<file path="src/hw/rtl/kth_largest_stream_tracker_defines.svh">
// Assertion macros used by the kth-largest tracker datapath (kls_dp).
`ifndef KTH_LARGEST_STREAM_TRACKER_DEFINES_SVH
`define KTH_LARGEST_STREAM_TRACKER_DEFINES_SVH

// Same-cycle implication on clk, disabled while rst_n is low.
`define KLS_ASSERT_SAME(lbl, ante, cons) \
    lbl: assert property (@(posedge clk) disable iff (!rst_n) (ante) |-> (cons)) \
        else $error("kls check failed");

// Next-cycle implication on clk, disabled while rst_n is low.
`define KLS_ASSERT_NEXT(lbl, ante, cons) \
    lbl: assert property (@(posedge clk) disable iff (!rst_n) (ante) |=> (cons)) \
        else $error("kls check failed");

`endif

</file>
<file path="src/hw/rtl/kls_pkg.sv">
// Package: sizes, microcode encoding and control program of the kth-largest tracker.
`timescale 1ns / 1ps
package kls_pkg;

    localparam int CAPACITY = 64;
    localparam int DATA_W   = 32;
    localparam int ADDR_W   = $clog2(CAPACITY);
    localparam int CNT_W    = $clog2(CAPACITY + 1);
    localparam int IDX_W    = ADDR_W + 2;
    localparam int STEP_W   = 4;
    localparam int OUT_W    = ((DATA_W + CNT_W + 7) / 8) * 8;

    typedef enum logic [3:0] {
        OP_NONE,
        OP_LATCH,
        OP_POS_ZERO,
        OP_READ_LEFT,
        OP_CMP_LEFT,
        OP_CMP_RIGHT,
        OP_WRITE_BEST,
        OP_WRITE_VAL,
        OP_GROW,
        OP_READ_PARENT,
        OP_WRITE_PARENT,
        OP_LOAD_OUT
    } op_t;

    typedef enum logic [3:0] {
        C_ALWAYS,
        C_FIRE,
        C_GROW,
        C_REPLACE,
        C_NO_LEFT,
        C_NO_RIGHT,
        C_BEST_MOVED,
        C_AT_ROOT,
        C_PARENT_LE,
        C_PRE,
        C_OUT_BUSY
    } cond_t;

    typedef struct packed {
        logic                in_rdy;
        op_t                 op;
        cond_t               cond;
        logic                neg;
        logic [STEP_W-1:0]   target;
    } ctrl_t;

    typedef struct packed {
        logic fire;
        logic grow;
        logic replace;
        logic no_left;
        logic no_right;
        logic best_moved;
        logic at_root;
        logic parent_le;
        logic pre;
        logic out_busy;
    } flags_t;

    // Program step labels
    localparam logic [STEP_W-1:0] S_IDLE     = 4'd0;
    localparam logic [STEP_W-1:0] S_DISPATCH = 4'd1;
    localparam logic [STEP_W-1:0] S_CHECK    = 4'd2;
    localparam logic [STEP_W-1:0] S_DN_LEFT  = 4'd3;
    localparam logic [STEP_W-1:0] S_DN_CMPL  = 4'd4;
    localparam logic [STEP_W-1:0] S_DN_CMPR  = 4'd5;
    localparam logic [STEP_W-1:0] S_DN_MOVE  = 4'd6;
    localparam logic [STEP_W-1:0] S_DN_EXIT  = 4'd7;
    localparam logic [STEP_W-1:0] S_DN_LEAF  = 4'd8;
    localparam logic [STEP_W-1:0] S_UP_INIT  = 4'd9;
    localparam logic [STEP_W-1:0] S_UP_READ  = 4'd10;
    localparam logic [STEP_W-1:0] S_UP_CMP   = 4'd11;
    localparam logic [STEP_W-1:0] S_UP_MOVE  = 4'd12;
    localparam logic [STEP_W-1:0] S_UP_DONE  = 4'd13;
    localparam logic [STEP_W-1:0] S_FINISH   = 4'd14;
    localparam logic [STEP_W-1:0] S_EMIT     = 4'd15;

    // Control store: one word per step; jump to target when cond (xor neg) holds.
    function automatic ctrl_t ucode(input logic [STEP_W-1:0] step);
        ctrl_t c;
        c.in_rdy = 1'b0;
        c.op     = OP_NONE;
        c.cond   = C_ALWAYS;
        c.neg    = 1'b1;
        c.target = S_IDLE;
        case (step)
            S_IDLE:
            begin
                c.in_rdy = 1'b1;
                c.op     = OP_LATCH;
                c.cond   = C_FIRE;
                c.target = S_IDLE;
            end
            S_DISPATCH:
            begin
                c.cond   = C_GROW;
                c.neg    = 1'b0;
                c.target = S_UP_INIT;
            end
            S_CHECK:
            begin
                c.op     = OP_POS_ZERO;
                c.cond   = C_REPLACE;
                c.target = S_FINISH;
            end
            S_DN_LEFT:
            begin
                c.op     = OP_READ_LEFT;
                c.cond   = C_NO_LEFT;
                c.neg    = 1'b0;
                c.target = S_DN_LEAF;
            end
            S_DN_CMPL:
            begin
                c.op     = OP_CMP_LEFT;
                c.cond   = C_NO_RIGHT;
                c.neg    = 1'b0;
                c.target = S_DN_MOVE;
            end
            S_DN_CMPR:
            begin
                c.op = OP_CMP_RIGHT;
            end
            S_DN_MOVE:
            begin
                c.op     = OP_WRITE_BEST;
                c.cond   = C_BEST_MOVED;
                c.neg    = 1'b0;
                c.target = S_DN_LEFT;
            end
            S_DN_EXIT:
            begin
                c.neg    = 1'b0;
                c.target = S_FINISH;
            end
            S_DN_LEAF:
            begin
                c.op     = OP_WRITE_VAL;
                c.neg    = 1'b0;
                c.target = S_FINISH;
            end
            S_UP_INIT:
            begin
                c.op = OP_GROW;
            end
            S_UP_READ:
            begin
                c.op     = OP_READ_PARENT;
                c.cond   = C_AT_ROOT;
                c.neg    = 1'b0;
                c.target = S_UP_DONE;
            end
            S_UP_CMP:
            begin
                c.cond   = C_PARENT_LE;
                c.neg    = 1'b0;
                c.target = S_UP_DONE;
            end
            S_UP_MOVE:
            begin
                c.op     = OP_WRITE_PARENT;
                c.neg    = 1'b0;
                c.target = S_UP_READ;
            end
            S_UP_DONE:
            begin
                c.op = OP_WRITE_VAL;
            end
            S_FINISH:
            begin
                c.cond   = C_PRE;
                c.neg    = 1'b0;
                c.target = S_IDLE;
            end
            S_EMIT:
            begin
                c.op     = OP_LOAD_OUT;
                c.cond   = C_OUT_BUSY;
                c.neg    = 1'b0;
                c.target = S_EMIT;
            end
            default:
            begin
                c.target = S_IDLE;
            end
        endcase
        return c;
    endfunction

endpackage

</file>
<file path="src/hw/rtl/kls_ram.sv">
// Generic single-write, single-read RAM with registered read data.
`timescale 1ns / 1ps
module kls_ram #(
    parameter int WIDTH = 32,
    parameter int DEPTH = 64
) (
    input  logic                     clk,
    input  logic                     we,
    input  logic [$clog2(DEPTH)-1:0] waddr,
    input  logic [WIDTH-1:0]         wdata,
    input  logic                     re,
    input  logic [$clog2(DEPTH)-1:0] raddr,
    output logic [WIDTH-1:0]         rdata
);

    logic [WIDTH-1:0] mem [DEPTH];

    always_ff @(posedge clk)
    begin
        if (we)
        begin
            mem[waddr] <= wdata;
        end
        if (re)
        begin
            rdata <= mem[raddr];
        end
    end

endmodule

</file>
<file path="src/hw/rtl/kls_seq.sv">
// Microcode sequencer: step counter, control store lookup and conditional jumps.
`timescale 1ns / 1ps
module kls_seq (
    input  logic            clk,
    input  logic            rst_n,
    input  kls_pkg::flags_t flags,
    output kls_pkg::ctrl_t  ctrl
);

    logic [kls_pkg::STEP_W-1:0] step_reg;
    logic [kls_pkg::STEP_W-1:0] step_next;
    logic                       cond_hit;

    assign ctrl = kls_pkg::ucode(step_reg);

    always_comb
    begin
        case (ctrl.cond)
            kls_pkg::C_ALWAYS:     cond_hit = 1'b1;
            kls_pkg::C_FIRE:       cond_hit = flags.fire;
            kls_pkg::C_GROW:       cond_hit = flags.grow;
            kls_pkg::C_REPLACE:    cond_hit = flags.replace;
            kls_pkg::C_NO_LEFT:    cond_hit = flags.no_left;
            kls_pkg::C_NO_RIGHT:   cond_hit = flags.no_right;
            kls_pkg::C_BEST_MOVED: cond_hit = flags.best_moved;
            kls_pkg::C_AT_ROOT:    cond_hit = flags.at_root;
            kls_pkg::C_PARENT_LE:  cond_hit = flags.parent_le;
            kls_pkg::C_PRE:        cond_hit = flags.pre;
            kls_pkg::C_OUT_BUSY:   cond_hit = flags.out_busy;
            default:               cond_hit = 1'b0;
        endcase
        // Jump when the hit xor neg holds, otherwise advance (wrapping after the last step)
        if (cond_hit ^ ctrl.neg)
        begin
            step_next = ctrl.target;
        end
        else
        begin
            step_next = step_reg + kls_pkg::STEP_W'(1);
        end
    end

    always_ff @(posedge clk or negedge rst_n)
    begin
        if (!rst_n)
        begin
            step_reg <= kls_pkg::S_IDLE;
        end
        else
        begin
            step_reg <= step_next;
        end
    end

endmodule

</file>
<file path="src/hw/rtl/kls_dp.sv">
// Datapath: heap memory, sift registers, k register, result register and flags.
`timescale 1ns / 1ps
`include "kth_largest_stream_tracker_defines.svh"
module kls_dp (
    input  logic                          clk,
    input  logic                          rst_n,
    input  kls_pkg::ctrl_t                ctrl,
    output kls_pkg::flags_t               flags,
    input  logic                          in_valid,
    input  logic signed [kls_pkg::DATA_W-1:0] in_value,
    input  logic                          in_pre,
    input  logic                          cfg_valid,
    output logic                          cfg_ready,
    input  logic [kls_pkg::CNT_W-1:0]     cfg_data,
    output logic                          out_valid,
    input  logic                          out_ready,
    output logic [kls_pkg::DATA_W-1:0]    out_kth,
    output logic [kls_pkg::CNT_W-1:0]     out_held
);

    localparam int AW = kls_pkg::ADDR_W;
    localparam int CW = kls_pkg::CNT_W;
    localparam int IW = kls_pkg::IDX_W;
    localparam int DW = kls_pkg::DATA_W;

    // Control state
    logic [CW-1:0] size_reg, size_next;
    logic [CW-1:0] kept_reg, kept_next;
    logic          out_valid_reg, out_valid_next;

    // Payload
    logic signed [DW-1:0] val_reg, val_next;
    logic signed [DW-1:0] best_reg, best_next;
    logic signed [DW-1:0] root_reg, root_next;
    logic [AW-1:0]        pos_reg, pos_next;
    logic [AW-1:0]        bpos_reg, bpos_next;
    logic                 pre_reg, pre_next;
    logic [DW-1:0]        kth_reg, kth_next;
    logic [CW-1:0]        held_reg, held_next;

    logic [CW-1:0]        k_eff;
    logic [IW-1:0]        lc, rc;
    logic [AW-1:0]        parent;
    logic                 mem_we, mem_re;
    logic [AW-1:0]        mem_raddr;
    logic [DW-1:0]        mem_wdata, mem_rdata;
    logic signed [DW-1:0] rd_s;
    logic                 fire, out_busy;

    kls_ram #(
        .WIDTH (DW),
        .DEPTH (kls_pkg::CAPACITY)
    ) u_heap (
        .clk   (clk),
        .we    (mem_we),
        .waddr (pos_reg),
        .wdata (mem_wdata),
        .re    (mem_re),
        .raddr (mem_raddr),
        .rdata (mem_rdata)
    );

    assign cfg_ready = 1'b1;
    assign rd_s      = $signed(mem_rdata);
    assign lc        = {1'b0, pos_reg, 1'b1};
    assign rc        = lc + IW'(1);
    assign parent    = AW'((pos_reg - AW'(1)) >> 1);
    assign fire      = in_valid && ctrl.in_rdy;
    assign out_busy  = out_valid_reg && !out_ready;

    // k of zero counts as one, k beyond the heap saturates
    always_comb
    begin
        if (kept_reg == '0)
        begin
            k_eff = CW'(1);
        end
        else if (kept_reg > CW'(kls_pkg::CAPACITY))
        begin
            k_eff = CW'(kls_pkg::CAPACITY);
        end
        else
        begin
            k_eff = kept_reg;
        end
    end

    always_comb
    begin
        flags.fire       = fire;
        flags.grow       = size_reg < k_eff;
        flags.replace    = (size_reg != '0) && (val_reg > root_reg);
        flags.no_left    = lc >= IW'(size_reg);
        flags.no_right   = rc >= IW'(size_reg);
        flags.best_moved = bpos_reg != pos_reg;
        flags.at_root    = pos_reg == '0;
        flags.parent_le  = rd_s <= val_reg;
        flags.pre        = pre_reg;
        flags.out_busy   = out_busy;
    end

    always_comb
    begin
        size_next      = size_reg;
        kept_next      = kept_reg;
        out_valid_next = out_valid_reg;
        val_next       = val_reg;
        best_next      = best_reg;
        pos_next       = pos_reg;
        bpos_next      = bpos_reg;
        pre_next       = pre_reg;
        kth_next       = kth_reg;
        held_next      = held_reg;
        mem_we         = 1'b0;
        mem_re         = 1'b0;
        mem_raddr      = lc[AW-1:0];
        mem_wdata      = val_reg;

        if (cfg_valid)
        begin
            kept_next = cfg_data;
        end
        if (out_valid_reg && out_ready)
        begin
            out_valid_next = 1'b0;
        end

        case (ctrl.op)
            kls_pkg::OP_LATCH:
            begin
                if (fire)
                begin
                    val_next = in_value;
                    pre_next = in_pre;
                end
            end
            kls_pkg::OP_POS_ZERO:
            begin
                pos_next = '0;
            end
            kls_pkg::OP_READ_LEFT:
            begin
                // Start a level: the moving value is the candidate minimum
                mem_re    = 1'b1;
                mem_raddr = lc[AW-1:0];
                best_next = val_reg;
                bpos_next = pos_reg;
            end
            kls_pkg::OP_CMP_LEFT:
            begin
                mem_re    = 1'b1;
                mem_raddr = rc[AW-1:0];
                if (rd_s < best_reg)
                begin
                    best_next = rd_s;
                    bpos_next = lc[AW-1:0];
                end
            end
            kls_pkg::OP_CMP_RIGHT:
            begin
                if (rd_s < best_reg)
                begin
                    best_next = rd_s;
                    bpos_next = rc[AW-1:0];
                end
            end
            kls_pkg::OP_WRITE_BEST:
            begin
                // Move the smaller child up into the hole, or settle the value
                mem_we    = 1'b1;
                mem_wdata = best_reg;
                pos_next  = bpos_reg;
            end
            kls_pkg::OP_WRITE_VAL:
            begin
                mem_we    = 1'b1;
                mem_wdata = val_reg;
            end
            kls_pkg::OP_GROW:
            begin
                pos_next  = size_reg[AW-1:0];
                size_next = size_reg + CW'(1);
            end
            kls_pkg::OP_READ_PARENT:
            begin
                mem_re    = 1'b1;
                mem_raddr = parent;
            end
            kls_pkg::OP_WRITE_PARENT:
            begin
                // Pull the larger parent down into the hole
                mem_we    = 1'b1;
                mem_wdata = mem_rdata;
                pos_next  = parent;
            end
            kls_pkg::OP_LOAD_OUT:
            begin
                if (!out_busy)
                begin
                    out_valid_next = 1'b1;
                    kth_next       = root_reg;
                    held_next      = size_reg;
                end
            end
            default:
            begin
            end
        endcase
    end

    // Track the root so the replace test and the result need no read
    always_comb
    begin
        root_next = root_reg;
        if (mem_we && (pos_reg == '0))
        begin
            root_next = $signed(mem_wdata);
        end
    end

    always_ff @(posedge clk or negedge rst_n)
    begin
        if (!rst_n)
        begin
            size_reg      <= '0;
            kept_reg      <= CW'(1);
            out_valid_reg <= 1'b0;
        end
        else
        begin
            size_reg      <= size_next;
            kept_reg      <= kept_next;
            out_valid_reg <= out_valid_next;
        end
    end

    always_ff @(posedge clk)
    begin
        val_reg  <= val_next;
        best_reg <= best_next;
        root_reg <= root_next;
        pos_reg  <= pos_next;
        bpos_reg <= bpos_next;
        pre_reg  <= pre_next;
        kth_reg  <= kth_next;
        held_reg <= held_next;
    end

    assign out_valid = out_valid_reg;
    assign out_kth   = kth_reg;
    assign out_held  = held_reg;

    `KLS_ASSERT_SAME(a_size_cap, 1'b1, size_reg <= CW'(kls_pkg::CAPACITY))
    `KLS_ASSERT_SAME(a_write_in_heap, mem_we, CW'(pos_reg) < size_reg)
    `KLS_ASSERT_NEXT(a_grow_one, ctrl.op == kls_pkg::OP_GROW, size_reg == $past(size_reg) + CW'(1))

endmodule

</file>
<file path="src/hw/rtl/kth_largest_stream_tracker.sv">
// Top level: k-largest tracker on a min-heap, stream ports and k register.
`timescale 1ns / 1ps
// Flow: after an input transfer a dropped value goes from the check step to finish;
// when the heap grows the value is lifted one level per read, compare and move step;
// a replaced root sinks one level per read, compare and move step; a preload item ends
// at finish with no result; one microcode step per cycle. Items run one at a time; a
// waiting result holds the next item in emit. Reset (rst_n, asynchronous, active low)
// empties the heap, sets k to 1 and clears the result valid flag without a clearing pass.
module kth_largest_stream_tracker (
    input  logic                                clk,
    input  logic                                rst_n,
    // Input stream
    input  logic                                s_axis_tvalid,
    output logic                                s_axis_tready,
    input  logic signed [kls_pkg::DATA_W-1:0]   s_axis_tdata,  // [31:0] new_value
    input  logic                                s_axis_tuser,  // [0] preload
    // Result stream
    output logic                                m_axis_tvalid,
    input  logic                                m_axis_tready,
    output logic [kls_pkg::OUT_W-1:0]           m_axis_tdata,  // [31:0] kth_value,
                                                               // [38:32] held_count
    // k register write
    input  logic                                cfg_valid,
    output logic                                cfg_ready,
    input  logic [kls_pkg::CNT_W-1:0]           cfg_data       // [6:0] kept_count
);

    kls_pkg::ctrl_t  ctrl;
    kls_pkg::flags_t flags;

    logic [kls_pkg::DATA_W-1:0] kth_value;
    logic [kls_pkg::CNT_W-1:0]  held_count;

    // The control store drives the datapath one word per step
    kls_seq u_seq (
        .clk   (clk),
        .rst_n (rst_n),
        .flags (flags),
        .ctrl  (ctrl)
    );

    // Heap, sift registers and the result register that holds a finished transfer
    kls_dp u_dp (
        .clk       (clk),
        .rst_n     (rst_n),
        .ctrl      (ctrl),
        .flags     (flags),
        .in_valid  (s_axis_tvalid),
        .in_value  (s_axis_tdata),
        .in_pre    (s_axis_tuser),
        .cfg_valid (cfg_valid),
        .cfg_ready (cfg_ready),
        .cfg_data  (cfg_data),
        .out_valid (m_axis_tvalid),
        .out_ready (m_axis_tready),
        .out_kth   (kth_value),
        .out_held  (held_count)
    );

    // Ready only in the idle step; a waiting result holds the next item in the emit step
    assign s_axis_tready = ctrl.in_rdy;

    // Pack the result fields, zero fill up to whole bytes
    assign m_axis_tdata = {
        {(kls_pkg::OUT_W - kls_pkg::DATA_W - kls_pkg::CNT_W){1'b0}},
        held_count,
        kth_value
    };

endmodule
</file>
<file path="config.mk">
export PLATFORM = sky130hd
export DESIGN_NAME = kth_largest_stream_tracker
export DESIGN_NICKNAME = d
export VERILOG_FILES = /design/src/hw/rtl/kls_pkg.sv /design/src/hw/rtl/kls_ram.sv /design/src/hw/rtl/kls_seq.sv /design/src/hw/rtl/kls_dp.sv /design/src/hw/rtl/kth_largest_stream_tracker.sv
export VERILOG_INCLUDE_DIRS = /design/src /design/src/hw/rtl
export SDC_FILE = /design/constraint.sdc
export NUM_CORES = 2
export LEC_CHECK = 0
export ABC_AREA = 0
export BUFFER_PORTS_ARGS = -buffer_cell sky130_fd_sc_hd__buf_4
export CORE_ASPECT_RATIO = 0.5
export CORE_MARGIN = 3
export CORE_UTILIZATION = 43
export DETAILED_ROUTE_END_ITERATION = 8
export MAX_ROUTING_LAYER = met4
export PLACE_DENSITY = 0.66
export SLEW_MARGIN = 0
export SYNTH_ARGS = -nofsm -noshare
export SYNTH_HDL_FRONTEND = slang
export SYNTH_SLANG_ARGS = --single-unit
</file>
<file path="constraint.sdc">
create_clock -name clk -period 5.15 [get_ports clk]
set_input_delay 1.03 -clock clk [delete_from_list [all_inputs] [get_ports clk]]
set_output_delay 1.03 -clock clk [all_outputs]
set_load 0.02 [all_outputs]
</file>
==> summary.md <==
| Metric | Value |
|---|---|
| PnR worst setup slack | 0.08388 ns |
| Clock latency on the worst-skew pair | about 0.85 ns |
| Routed WL per cell | 27.04 um |
| Setup TNS | 0 ns |
| DRC Markers | 0 |
| PortBufs | 85 |
| Fillers | about 18,000 |
| ANT nets after route | 0 |
| # IOs | between 80 and 90 |
| Top reg by flops | u_dp.u_heap.mem |
| CTS H-Tree Depth | 4 |
| Failing checks | max-capacitance violations, max-slew violations |
| Number of synthesized flops with an enable pin | around 2,200 |
| Mean post-synth cell area | 13.12 um2 |
| Die height | 333.2 um |
| CP arrival | 5.66 ns |
| Synth Instances | about 7,000 |
| Crit Path Max Fanout | 33 |
| Final #Nets | roughly 7,300 |
| Congestion Overflow GR | 0 |
| GPL Wtd Cong | 0.9082 |
| Number of global-route vias before repair | about 56,000 |
| Yosys top cell by area | edfxtp_1 |
| Synth warn | 0 |
| Final hold violations | 0 |
| Synth-to-Final Area Change | 13.28% |
| Cts hold-fix bufs | 0 |
| Routing usage on met2 | 35.70% |
| Worst clock skew | 0.03229 ns |
| Commonest non-fill, non-tap cell in the layout | edfxtp_1 |
| Vias | roughly 61,000 |
| Static Leak | roughly 36 nW |
| Final wirelength | ~270,000 um |
| Tot Pwr | between 60 and 70 mW |
| Drt first pass iters | 6 |
| Slew Limit Fails | 20 |
| Clk buf depth | 3 |
| Worst R2R Setup Slack | between 0.08 and 0.09 ns |
| FFs w/ async S/R, synth | less than 1% |
| Post-synthesis register bit count | approximately 2,200 |
| Met3 GRT Util | around 6.3% |
| Max cap viols | 1 |
| Chip Width | between 600 and 700 um |
| Setup slack at placement | about 0.23 ns |
| Layout cells sized above 1 | around 11% |
| Pin count of the biggest net entering global routing | 98 |
| Number of clock buffers inserted by TritonCTS | 200 |
| Synth top area cells | edfxtp_1 (73%), nand2_1 (8.4%), nand3_1 (2.2%) |
| Commonest cells after routing, fill and taps aside | edfxtp_1 (2,228), nand2_1 (2,024), nand3_1 (408) |
| CP Capture Type | flop |
| Post-cts gate resize count | 0 |
| Status | complete, but fails checks |
| Syn_nets | about 7,000 |
| DIE AREA | 220,000 um2 |
| M1 GR Usage | a little over a third |
| Peak supply drop | between 0.5 and 0.6 mV |
| Postcts setup bufs | 0 |
| Fmax | 197.4 MHz |
| Sequential-to-total area share from yosys stat | 73.21% |
| Sink Count | about 2,200 |
| Hpwl dp | about 170,000 um |
| Dominant synthesized flop cell | edfxtp_1 |
| Gr usage total | roughly a quarter |
| Rows | roughly 120 |
| Core area | between 200,000 and 250,000 um2 |
| Final Cycle Share | 98.37% |
| Worst-margin pin slew | between 1.5 and 2 ns |
| Post-Syn Area | 92,040 um2 |
| First-pass GRT wire length | 393,700 um |
| Setup-failing EPs final | 0 |
| Initial core utilization | between 40% and 50% |
| Drt via density | around 6 |
| Initial DRC Count | 9,613 |
| Grt peak-use layer | met1 |
| CTS Root Cell | clkbuf_16 |
| Unrepaired setup endpoints after global routing | no |
| TritonCTS clock tree | built |
| Type of origin of the critical path | flop |
| Fin crit period | around 5.1 ns |
| Worst-path clk slew | ~0.070 ns |
| Crit Path Category | flop to flop |
| Slew margin rel. | -0.7335% |
| Power density cells | slightly above 600 nW/um2 |
| Antenna violations before repair | 14 |
| Max FFs per register | around 2,000 |
| Distinct cells, synth | 84 |
| Hold Crit Class | input pin to asynchronous set/reset pin |
| Worst Path Required | between 5 and 6 ns |
| Synth top area share | a little over 70% |
-- per-stage QoR --
stage | cell area (um2) | utilization, % | cells | hold WS, ns
after floorplan | 92050 | - | 7018 | 0.4264
after global placement | 98000 | 46.32 | 9796 | 0.4306
after detailed placement | 98000 | 46.32 | 9796 | 0.4338
after CTS | 104300 | 49.27 | 10160 | 0.01029
after global routing | 104300 | 49.28 | 10160 | 0.04711
final | 104300 | 49.28 | 10170 | 0.05651
-- cell type report --
cell class | instances | area (um2) | area share, %
Sequential cell | 2247 | 67380 | 64.62
Clock buffer | 250 | 5192 | 4.980
Inverter | 123 | 461.7 | 0.4428
Clock inverter | 113 | 1057 | 1.014
Tap cell | 2843 | 3557 | 3.412
Timing Repair Buffer | 403 | 3839 | 3.682
Multi-Input combinational cell | 4180 | 22760 | 21.83
Antenna cell | 6 | 15.01 | 0.01440
-- kinds of logic after synthesis --
| kind of cell | Yosys count | synth area share [%] |
|---|---|---|
| AOI/OAI and AO/OA | 999 | 7.754 |
| xor gates and xnor gates | 22 | 0.2093 |
| adders and majority gates | 121 | 1.645 |
| buffers and inverters | 591 | 2.803 |
| DFF | 2247 | 73.21 |
| muxes | 14 | 0.1917 |
| other | 2 | 0.008159 |
| and+or+nand+nor | 3022 | 14.18 |
-- worst max-delay path: stages, from the launching register on --
cell and delay (ns):
dfrtp_1 0.43, inv_1 0.09, ha_1 0.37, nor3b_4 0.48
a21o_1 0.27, o221a_4 0.68, buf_12 0.29, buf_4 0.41
and3_1 0.23, a31oi_1 0.05, a221oi_1 0.53, o21ai_0 0.53
and3_1 0.36
-- cells in the mapped netlist (3+ instances only) --
| master | count |
|---|---|
| ha_1 | 121 |
| a221o_1 | 3 |
| nand3b_1 | 6 |
| and3_1 | 290 |
| clkbuf_2 | 8 |
| mux2i_1 | 3 |
| o211ai_1 | 7 |
| nor4_1 | 6 |
| inv_1 | 122 |
| nor3b_1 | 3 |
| a31oi_1 | 320 |
| o221ai_1 | 3 |
| buf_2 | 149 |
| xnor2_1 | 15 |
| or3_1 | 7 |
| nor2_1 | 95 |
| nor3_1 | 20 |
| clkbuf_1 | 239 |
| o31ai_1 | 4 |
| nand3_1 | 408 |
| nor2b_1 | 74 |
| nand4_1 | 23 |
| o21ai_0 | 134 |
| nand2_1 | 2056 |
| a21oi_1 | 51 |
| buf_1 | 41 |
| a21o_1 | 14 |
| nand2b_1 | 14 |
| a211oi_1 | 69 |
| nor2_2 | 3 |
| xor2_1 | 7 |
| a311oi_1 | 193 |
| dfrtp_1 | 18 |
| edfxtp_1 | 2228 |
| a22o_1 | 33 |
| mux2_2 | 9 |
| a221oi_1 | 96 |
| a22oi_1 | 39 |
| buf_4 | 18 |
| buf_6 | 13 |
-- per-layer routing --
metal / vias to the layer above / wire, um
met5: - / 0
met4: 0 / 6868
met3: 405 / 37030
met2: 3734 / 119700
met1: 30570 / 111200
li1: 26360 / -
-- worst paths after layout --
| path | end | cells after the start | start |
|---|---|---|---|
| max | u_dp.u_heap.rdata[0] | 12 | u_seq.step_reg[0] |
| min | u_dp.out_valid | 1 | rst_n |
| max reg2reg | u_dp.u_heap.rdata[0] | 12 | u_seq.step_reg[0] |
| min reg2reg | u_dp.out_kth[24] | 0 | u_dp.root_reg[24] |
| max in group asynchronous | u_dp.kept_reg[0] | 1 | rst_n |
| min in group clk | u_dp.val_reg[15] | 1 | s_axis_tdata[15] |
-- power by group --
group / internal [mW] / switching [mW] / total (mW)
registers: 23.5 / 0.942 / 24.4
logic: 7.36 / 18.6 / 25.9
clock network: 7.92 / 6.68 / 14.6
total: 38.7 / 26.2 / 65.0
(Power assumes the default switching activity.)
